$ cat src/rtl/htlp_pkg.sv
// shared types, constants and the home-slot hash for the linear-probe hash table
package htlp_pkg;

   localparam int TABLE_SLOTS = 256;
   localparam int KEY_BYTES   = 4;
   localparam int DATA_BYTES  = 4;

   localparam int HASH_START  = 5381;
   localparam int HASH_SHIFT  = 5;

   // port widths are fixed by the interface
   localparam int OP_W        = 2;
   localparam int KEY_PORT_W  = 32;
   localparam int VAL_PORT_W  = 32;
   localparam int STAT_W      = 2;
   localparam int SLOT_PORT_W = 8;
   localparam int CNT_PORT_W  = 9;

   // stored widths, bytes above the port width count as zero
   localparam int KEY_SW  = (8 * KEY_BYTES < KEY_PORT_W) ? 8 * KEY_BYTES : KEY_PORT_W;
   localparam int DATA_SW = (8 * DATA_BYTES < VAL_PORT_W) ? 8 * DATA_BYTES : VAL_PORT_W;

   // table size is a power of two, so the hash can be kept at slot width
   localparam int SLOT_BITS = $clog2(TABLE_SLOTS);
   localparam int CNT_BITS  = $clog2(TABLE_SLOTS + 1);

   typedef enum logic [OP_W-1:0] {
      OP_INSERT = 2'd0,
      OP_DELETE = 2'd1,
      OP_LOOKUP = 2'd2
   } op_type;

   typedef enum logic [STAT_W-1:0] {
      STAT_OK   = 2'd0,
      STAT_MISS = 2'd1,
      STAT_FULL = 2'd2
   } status_type;

   typedef enum logic [1:0] {
      S_IDLE,
      S_INSERT,
      S_SEARCH,
      S_DONE
   } fsm_state_type;

   typedef struct packed {
      logic [KEY_SW-1:0]  key;
      logic [DATA_SW-1:0] data;
   } entry_type;

   typedef struct packed {
      logic                 we;
      logic [SLOT_BITS-1:0] addr;
      entry_type            wdata;
   } ram_req_type;

   typedef struct packed {
      status_type             status;
      logic [VAL_PORT_W-1:0]  found_value;
      logic [SLOT_PORT_W-1:0] slot_index;
      logic [CNT_PORT_W-1:0]  occupied_count;
   } rsp_beat_type;

   // djb2 over the key bytes, low byte first, kept modulo the slot count
   function automatic logic [SLOT_BITS-1:0] home_slot(input logic [KEY_SW-1:0] key);
      logic [63:0]          kx;
      logic [SLOT_BITS-1:0] h;
      kx = 64'(key);
      h  = SLOT_BITS'(HASH_START);
      for (int i = 0; i < KEY_BYTES; i++) begin
         h = SLOT_BITS'(h << HASH_SHIFT) + h + SLOT_BITS'(kx[8*i +: 8]);
      end
      return h;
   endfunction

endpackage

$ cat src/rtl/htlp_probe.sv
// probe sequencer: hashing, occupancy bits, slot scan and result formation
module htlp_probe
   import htlp_pkg::*;
(
   input  logic                  clock,
   input  logic                  reset,
   input  logic                  req_valid,
   input  logic [OP_W-1:0]       req_op,
   input  logic [KEY_PORT_W-1:0] req_key,
   input  logic [VAL_PORT_W-1:0] req_value,
   output logic                  req_stall,
   output ram_req_type           ram_req,
   input  entry_type             ram_rdata,
   output logic                  res_valid,
   output rsp_beat_type          res,
   input  logic                  res_take
);

   fsm_state_type        state_ff, state_in;
   logic                 del_ff, del_in;
   logic [KEY_SW-1:0]    key_ff, key_in;
   logic [DATA_SW-1:0]   val_ff, val_in;
   logic [SLOT_BITS-1:0] addr_ff, addr_in;
   logic [CNT_BITS-1:0]  cnt_ff, cnt_in;
   logic                 p_vld_ff, p_vld_in;
   logic                 p_used_ff, p_used_in;
   logic                 p_last_ff, p_last_in;
   logic [SLOT_BITS-1:0] p_addr_ff, p_addr_in;
   logic [TABLE_SLOTS-1:0] used_ff, used_in;
   logic [CNT_BITS-1:0]  total_ff, total_in;
   rsp_beat_type         res_ff, res_in;

   logic                 accept;
   logic                 is_insert;
   logic                 table_full;
   logic                 hit;
   logic                 miss;
   logic [KEY_SW-1:0]    key_trim;
   logic [SLOT_BITS-1:0] addr_next;

   assign accept     = req_valid && !req_stall;
   assign is_insert  = (req_op == OP_INSERT);
   assign table_full = (total_ff == CNT_BITS'(TABLE_SLOTS));
   assign key_trim   = KEY_SW'(req_key);
   assign addr_next  = (addr_ff == SLOT_BITS'(TABLE_SLOTS - 1)) ? '0 : addr_ff + 1'b1;

   // compare stage sees the entry whose read was issued in the cycle before
   assign hit  = p_vld_ff && p_used_ff && (ram_rdata.key == key_ff);
   assign miss = p_vld_ff && p_last_ff && !hit;

   always_comb begin
      state_in = state_ff;
      unique case (state_ff)
         S_IDLE: begin
            if (req_valid) begin
               if (is_insert) begin
                  state_in = table_full ? S_DONE : S_INSERT;
               end else begin
                  state_in = S_SEARCH;
               end
            end
         end
         S_INSERT: begin
            if (!used_ff[addr_ff]) state_in = S_DONE;
         end
         S_SEARCH: begin
            if (hit || miss) state_in = S_DONE;
         end
         S_DONE: begin
            if (res_take) state_in = S_IDLE;
         end
         default: state_in = S_IDLE;
      endcase
   end

   always_comb begin
      del_in    = del_ff;
      key_in    = key_ff;
      val_in    = val_ff;
      addr_in   = addr_ff;
      cnt_in    = cnt_ff;
      p_vld_in  = 1'b0;
      p_used_in = used_ff[addr_ff];
      p_last_in = (cnt_ff == CNT_BITS'(TABLE_SLOTS - 1));
      p_addr_in = addr_ff;
      used_in   = used_ff;
      total_in  = total_ff;
      res_in    = res_ff;
      ram_req.we    = 1'b0;
      ram_req.addr  = addr_ff;
      ram_req.wdata = '{key: key_ff, data: val_ff};

      unique case (state_ff)
         S_IDLE: begin
            if (accept) begin
               del_in  = (req_op == OP_DELETE);
               key_in  = key_trim;
               val_in  = DATA_SW'(req_value);
               addr_in = home_slot(key_trim);
               cnt_in  = '0;
               res_in.status         = STAT_FULL;
               res_in.found_value    = '0;
               res_in.slot_index     = '0;
               res_in.occupied_count = CNT_PORT_W'(total_ff);
            end
         end
         S_INSERT: begin
            if (!used_ff[addr_ff]) begin
               ram_req.we       = 1'b1;
               used_in[addr_ff] = 1'b1;
               total_in         = total_ff + 1'b1;
               res_in.status         = STAT_OK;
               res_in.slot_index     = SLOT_PORT_W'(addr_ff);
               res_in.occupied_count = CNT_PORT_W'(total_ff + 1'b1);
            end else begin
               addr_in = addr_next;
            end
         end
         S_SEARCH: begin
            // issue one slot read per cycle until every slot has been visited
            if (cnt_ff != CNT_BITS'(TABLE_SLOTS)) begin
               p_vld_in = 1'b1;
               addr_in  = addr_next;
               cnt_in   = cnt_ff + 1'b1;
            end
            if (hit) begin
               res_in.status     = STAT_OK;
               res_in.slot_index = SLOT_PORT_W'(p_addr_ff);
               if (del_ff) begin
                  used_in[p_addr_ff]    = 1'b0;
                  total_in              = total_ff - 1'b1;
                  res_in.occupied_count = CNT_PORT_W'(total_ff - 1'b1);
               end else begin
                  res_in.found_value = VAL_PORT_W'(ram_rdata.data);
               end
            end else if (miss) begin
               res_in.status = STAT_MISS;
            end
         end
         S_DONE: begin
         end
         default: begin
         end
      endcase
   end

   always_ff @(posedge clock) begin
      if (reset) begin
         state_ff <= S_IDLE;
         p_vld_ff <= 1'b0;
         used_ff  <= '0;
         total_ff <= '0;
      end else begin
         state_ff <= state_in;
         p_vld_ff <= p_vld_in;
         used_ff  <= used_in;
         total_ff <= total_in;
      end
   end

   always_ff @(posedge clock) begin
      del_ff    <= del_in;
      key_ff    <= key_in;
      val_ff    <= val_in;
      addr_ff   <= addr_in;
      cnt_ff    <= cnt_in;
      p_used_ff <= p_used_in;
      p_last_ff <= p_last_in;
      p_addr_ff <= p_addr_in;
      res_ff    <= res_in;
   end

   assign req_stall = (state_ff != S_IDLE);
   assign res_valid = (state_ff == S_DONE);
   assign res       = res_ff;

endmodule

$ cat config.mk
export PLATFORM = sky130hd
export DESIGN_NAME = htlp_probe
export DESIGN_NICKNAME = d
export VERILOG_FILES = /design/src/rtl/htlp_pkg.sv /design/src/rtl/htlp_probe.sv
export SDC_FILE = /design/constraint.sdc
export NUM_CORES = 1
export LEC_CHECK = 0
export BUFFER_PORTS_ARGS = -buffer_cell sky130_fd_sc_hd__clkbuf_2
export CORE_ASPECT_RATIO = 1.75
export CORE_UTILIZATION = 40
export CTS_CLUSTER_SIZE = 28
export DETAILED_ROUTE_END_ITERATION = 12
export PLACE_DENSITY_LB_ADDON = 0.2
export SYNTH_ARGS = -nofsm -noshare
export SYNTH_HDL_FRONTEND = slang
export SYNTH_SLANG_ARGS = --single-unit
$ cat constraint.sdc
create_clock -name clock -period 6.2 [get_ports clock]
set_clock_uncertainty 0.15 [all_clocks]
set_input_delay 1.55 -clock clock [delete_from_list [all_inputs] [get_ports clock]]
set_output_delay 1.55 -clock clock [all_outputs]
set_load 0.02 [all_outputs]
==> out/metrics.yaml <==
logic_synthesis:
  syn_avg_cell_area_sq_um: 10.5
  net_count_after_synthesis: 2094
  post_synth_main_area_contributors: "sky130_fd_sc_hd__dfxtp_1, sky130_fd_sc_hd__edfxtp_1, sky130_fd_sc_hd__mux4_2"
  yosys_warnings: 0
  postSynthCellCount: 1902
  synthArstFlopShare_pct: 0
  synth_area_sq_um: 20000
  ys_types: 64
  postSynth.topFlopCell: "sky130_fd_sc_hd__dfxtp_1"
  share_of_the_synthesized_area_in_the_top_cell_type_pct: 27.9
  yosys_register_bits: 411
  seq_area_frac_synth_pct: 47.9
  synth_largest_area_cell: "sky130_fd_sc_hd__dfxtp_1"
  synth_enable_flop_cells: 133
global_routing:
  first_global_vias: 17300
  grt_max_degree: 86
  grt_antenna_before_repair: 0
  global_route_wire_length_before_repair_um: 108000
  grt-ovfl-total: 0
  grt_usage_pct: 28.5
finish:
  final-seq-area_sq_um: 9560
  area.growth.synth_to_final_pct: 17.1
  final_net_count: 2293
  multi_input_comb_area_sq_um: 9600
  fillCellCount: 4602
  antennaDiodeCount: 0
  final_cell_mix: "sky130_fd_sc_hd__dfxtp_1, sky130_fd_sc_hd__clkbuf_2, sky130_fd_sc_hd__a21oi_1"
  final_design_area_no_fill_sq_um: 23400
  drive_above_1_share_pct: 22.4
  commonest_non_fill_non_tap_cell_in_the_layout: "sky130_fd_sc_hd__dfxtp_1"
  finish.utilization_pct: 47.7
drt:
  detail_route.vias_per_cell: 6.18
  wl_um: 72900
  drt_iter0_drc: 1615
  antenna_left: 0
  wl_per_cell_um: 26.2
  detailroute.via_count: 17200
  first_pass_iters: 6
  post-route-drc-count: 0
clocking:
  cts_inserted_buffers: 40
  clk_pin_slew_ps: 70
  tritoncts: "yes"
  cts_buffer_depth: 3
  count_of_h_tree_levels_built_during_cts: 2
  clk-insertion-delay-late_ps: 560
  clockRootBuffer: "sky130_fd_sc_hd__clkbuf_16"
  cts.sink_count: 411
  post-cts-setup-buffers: 0
  cts_repair_resize_count: 0
  hold_bufs_inserted_after_cts: 0
worst_setup_path:
  critical_path_cell_count: 21
  setup.worst_path.end_class: "register"
  kind_of_cell_with_the_highest_combined_delay_on_the_critical_path: "adder cells"
  regToRegStartpoint: "addr_ff[0]$_DFFE_PP_"
  cpMostUsedCell: "sky130_fd_sc_hd__xnor2_1"
  reg2regPathDepth: 12
  critical_path_class: "in -> reg"
  crit_path_max_fanout: 3
  timing.critical_path.arrival_ps: 5980
  worst_ep_required_time_ps: 6330
  crit_path_top_delay_cell: "sky130_fd_sc_hd__fa_1"
  startpoint_type: "primary input"
  critical_path_buf_inv_count: 3
  regToRegSetupSlack_ps: 1410
  crit_path_cell_trace: "clkbuf_2 -> ha_1 -> ha_1 -> ha_1 -> inv_1 -> fa_1 -> inv_1 -> a21o_1 -> a21oi_1 -> xnor2_1 -> fa_1 -> ha_1 -> a21oi_1 -> xnor2_1 -> fa_1 -> xnor2_1 -> xnor2_1 -> xnor3_1 -> xnor2_1 -> xnor2_1 -> o22ai_1"
  crit-reg2reg-capture: "used_ff[24]$_SDFFE_PP0P_"
  timing.critical_path.slowest_cell_delay_ps: 450
pwr:
  power.static_leakage_nw: 8.49
  max-vdd-ir-drop_uv: 290
  totalPowerFinal_mw: 10.8
  power.density_cell_area_nw_per_um2: 460
die:
  die-width_um: 171
  ios: 260
  die-height_um: 297
  core_area_sq_um: 49000
  start_util_pct: 40.7
  die_area_sq_um: 50800
  floorplan.rows: 107
sta:
  grt_setup_unrepaired: "no"
  fmaxAchievable_mhz: 171
  min_period_over_period_pct: 94.3
  hold_viol_final: 0
  final-max-slew-violation-count: 0
  setup_violations: 0
  timing.slew.headroom_pct: 14.6
  tightest_slew_ps: 1280
  layout_min_cycle_time_ps: 5850
  whs_ps: 319
run_status:
  status: "finished clean"
min_path:
  worstHoldEndpoint: "used_ff[112]$_SDFFE_PP0P_"
  hp-start: "used_ff[112]$_SDFFE_PP0P_"
  hp-class: "reg -> reg"
  hold_depth: 2
place:
  placement.io_buffers: 259
  dpl.hpwl_um: 50100
  placement.cell_area_sq_um: 22000
  finalWeightedCongestion: 0.934
job:
  cap_viol_max_count: 0
[tightest hold or removal path: stages (launching register included)]
cell and delay, ps:
sky130_fd_sc_hd__dfxtp_1 310, sky130_fd_sc_hd__o31ai_1 60, sky130_fd_sc_hd__a21oi_1 50
[per-layer routing]
layer,vias up,share of wire [%],GRT usage [%],wire (um)
li1,7699,-,-,-
met1,8395,34,29.3,25100
met2,862,51,51.0,37300
met3,257,6.8,5.07,4990
met4,0,7.6,20.6,5520
met5,-,0,0,0
[cells by family after synthesis]
| logic type | count (synthesis) | share of synthesized area (%) |
|---|---|---|
| xor+xnor | 78 | 3.49 |
| flops | 411 | 47.9 |
| compound gates | 650 | 21.9 |
| simple gates | 393 | 9.91 |
| mux | 101 | 8.27 |
| fa+ha+maj | 58 | 3.98 |
| buf+inv | 211 | 4.58 |
[power breakdown]
group          switching [mW]  internal [mW]
sequential              0.343           3.34
combinational            3.00           1.49
clock                    1.10           1.48
total                    4.44           6.31
[synth_stat cells, types with 9 or more instances]
library cell,instances
sky130_fd_sc_hd__a211oi_1,134
sky130_fd_sc_hd__a21o_1,9
sky130_fd_sc_hd__a21oi_1,138
sky130_fd_sc_hd__a22oi_1,39
sky130_fd_sc_hd__a31oi_1,78
sky130_fd_sc_hd__and2_1,63
sky130_fd_sc_hd__and3_1,15
sky130_fd_sc_hd__buf_2,28
sky130_fd_sc_hd__buf_4,11
sky130_fd_sc_hd__clkbuf_1,125
sky130_fd_sc_hd__dfxtp_1,278
sky130_fd_sc_hd__edfxtp_1,133
sky130_fd_sc_hd__fa_1,9
sky130_fd_sc_hd__ha_1,49
sky130_fd_sc_hd__inv_1,33
sky130_fd_sc_hd__mux2i_1,43
sky130_fd_sc_hd__mux4_2,49
sky130_fd_sc_hd__nand2_1,104
sky130_fd_sc_hd__nand2b_1,14
sky130_fd_sc_hd__nand3_1,43
sky130_fd_sc_hd__nand4_1,9
sky130_fd_sc_hd__nor2_1,69
sky130_fd_sc_hd__nor2b_1,19
sky130_fd_sc_hd__nor3_1,17
sky130_fd_sc_hd__nor4_1,11
sky130_fd_sc_hd__o21ai_0,80
sky130_fd_sc_hd__o311ai_0,82
sky130_fd_sc_hd__o31ai_1,43
sky130_fd_sc_hd__or3_1,11
sky130_fd_sc_hd__xnor2_1,35
sky130_fd_sc_hd__xor2_1,42
[worst max path at each step]
stage / from / endpoint / slack (ps)
after floorplan: req_key[0] / addr_ff[7]$_DFFE_PP_ / 200
final: req_key[0] / addr_ff[7]$_DFFE_PP_ / 350
after CTS: req_key[0] / addr_ff[7]$_DFFE_PP_ / 340
after global placement: req_key[0] / addr_ff[7]$_DFFE_PP_ / -120
after global routing: req_key[0] / addr_ff[7]$_DFFE_PP_ / 60
after detailed placement: req_key[0] / addr_ff[7]$_DFFE_PP_ / -220
[final cells by class]
class | instances | area share [%]
inverter | 34 | 0.546
clock buffer | 55 | 4.93
multi-input combinational | 1280 | 41.1
sequential | 411 | 40.9
clock inverter | 18 | 0.878
timing repair buffer | 334 | 8.13
tap | 654 | 3.50
[state kept, by name (all words and copies together), names as in the netlist]
signal / count
addr_ff: 8
used_ff: 256
key_ff: 32
total_ff: 9
p_vld_ff: 1
state_ff: 2
del_ff: 1
p_addr_ff: 8
p_used_ff: 1
p_last_ff: 1
cnt_ff: 9
val_ff: 32
res: 51
[metrics by stage]
step | setup WS [ps] | cells | setup TNS, ps
final | 354 | 2786 | 0
after global routing | 58.2 | 2786 | 0
after global placement | -115 | 2713 | -115
after detailed placement | -223 | 2713 | -223
after CTS | 335 | 2786 | 0
after floorplan | 201 | 1902 | 0
No activity file was read; power rests on OpenSTA's default activity.
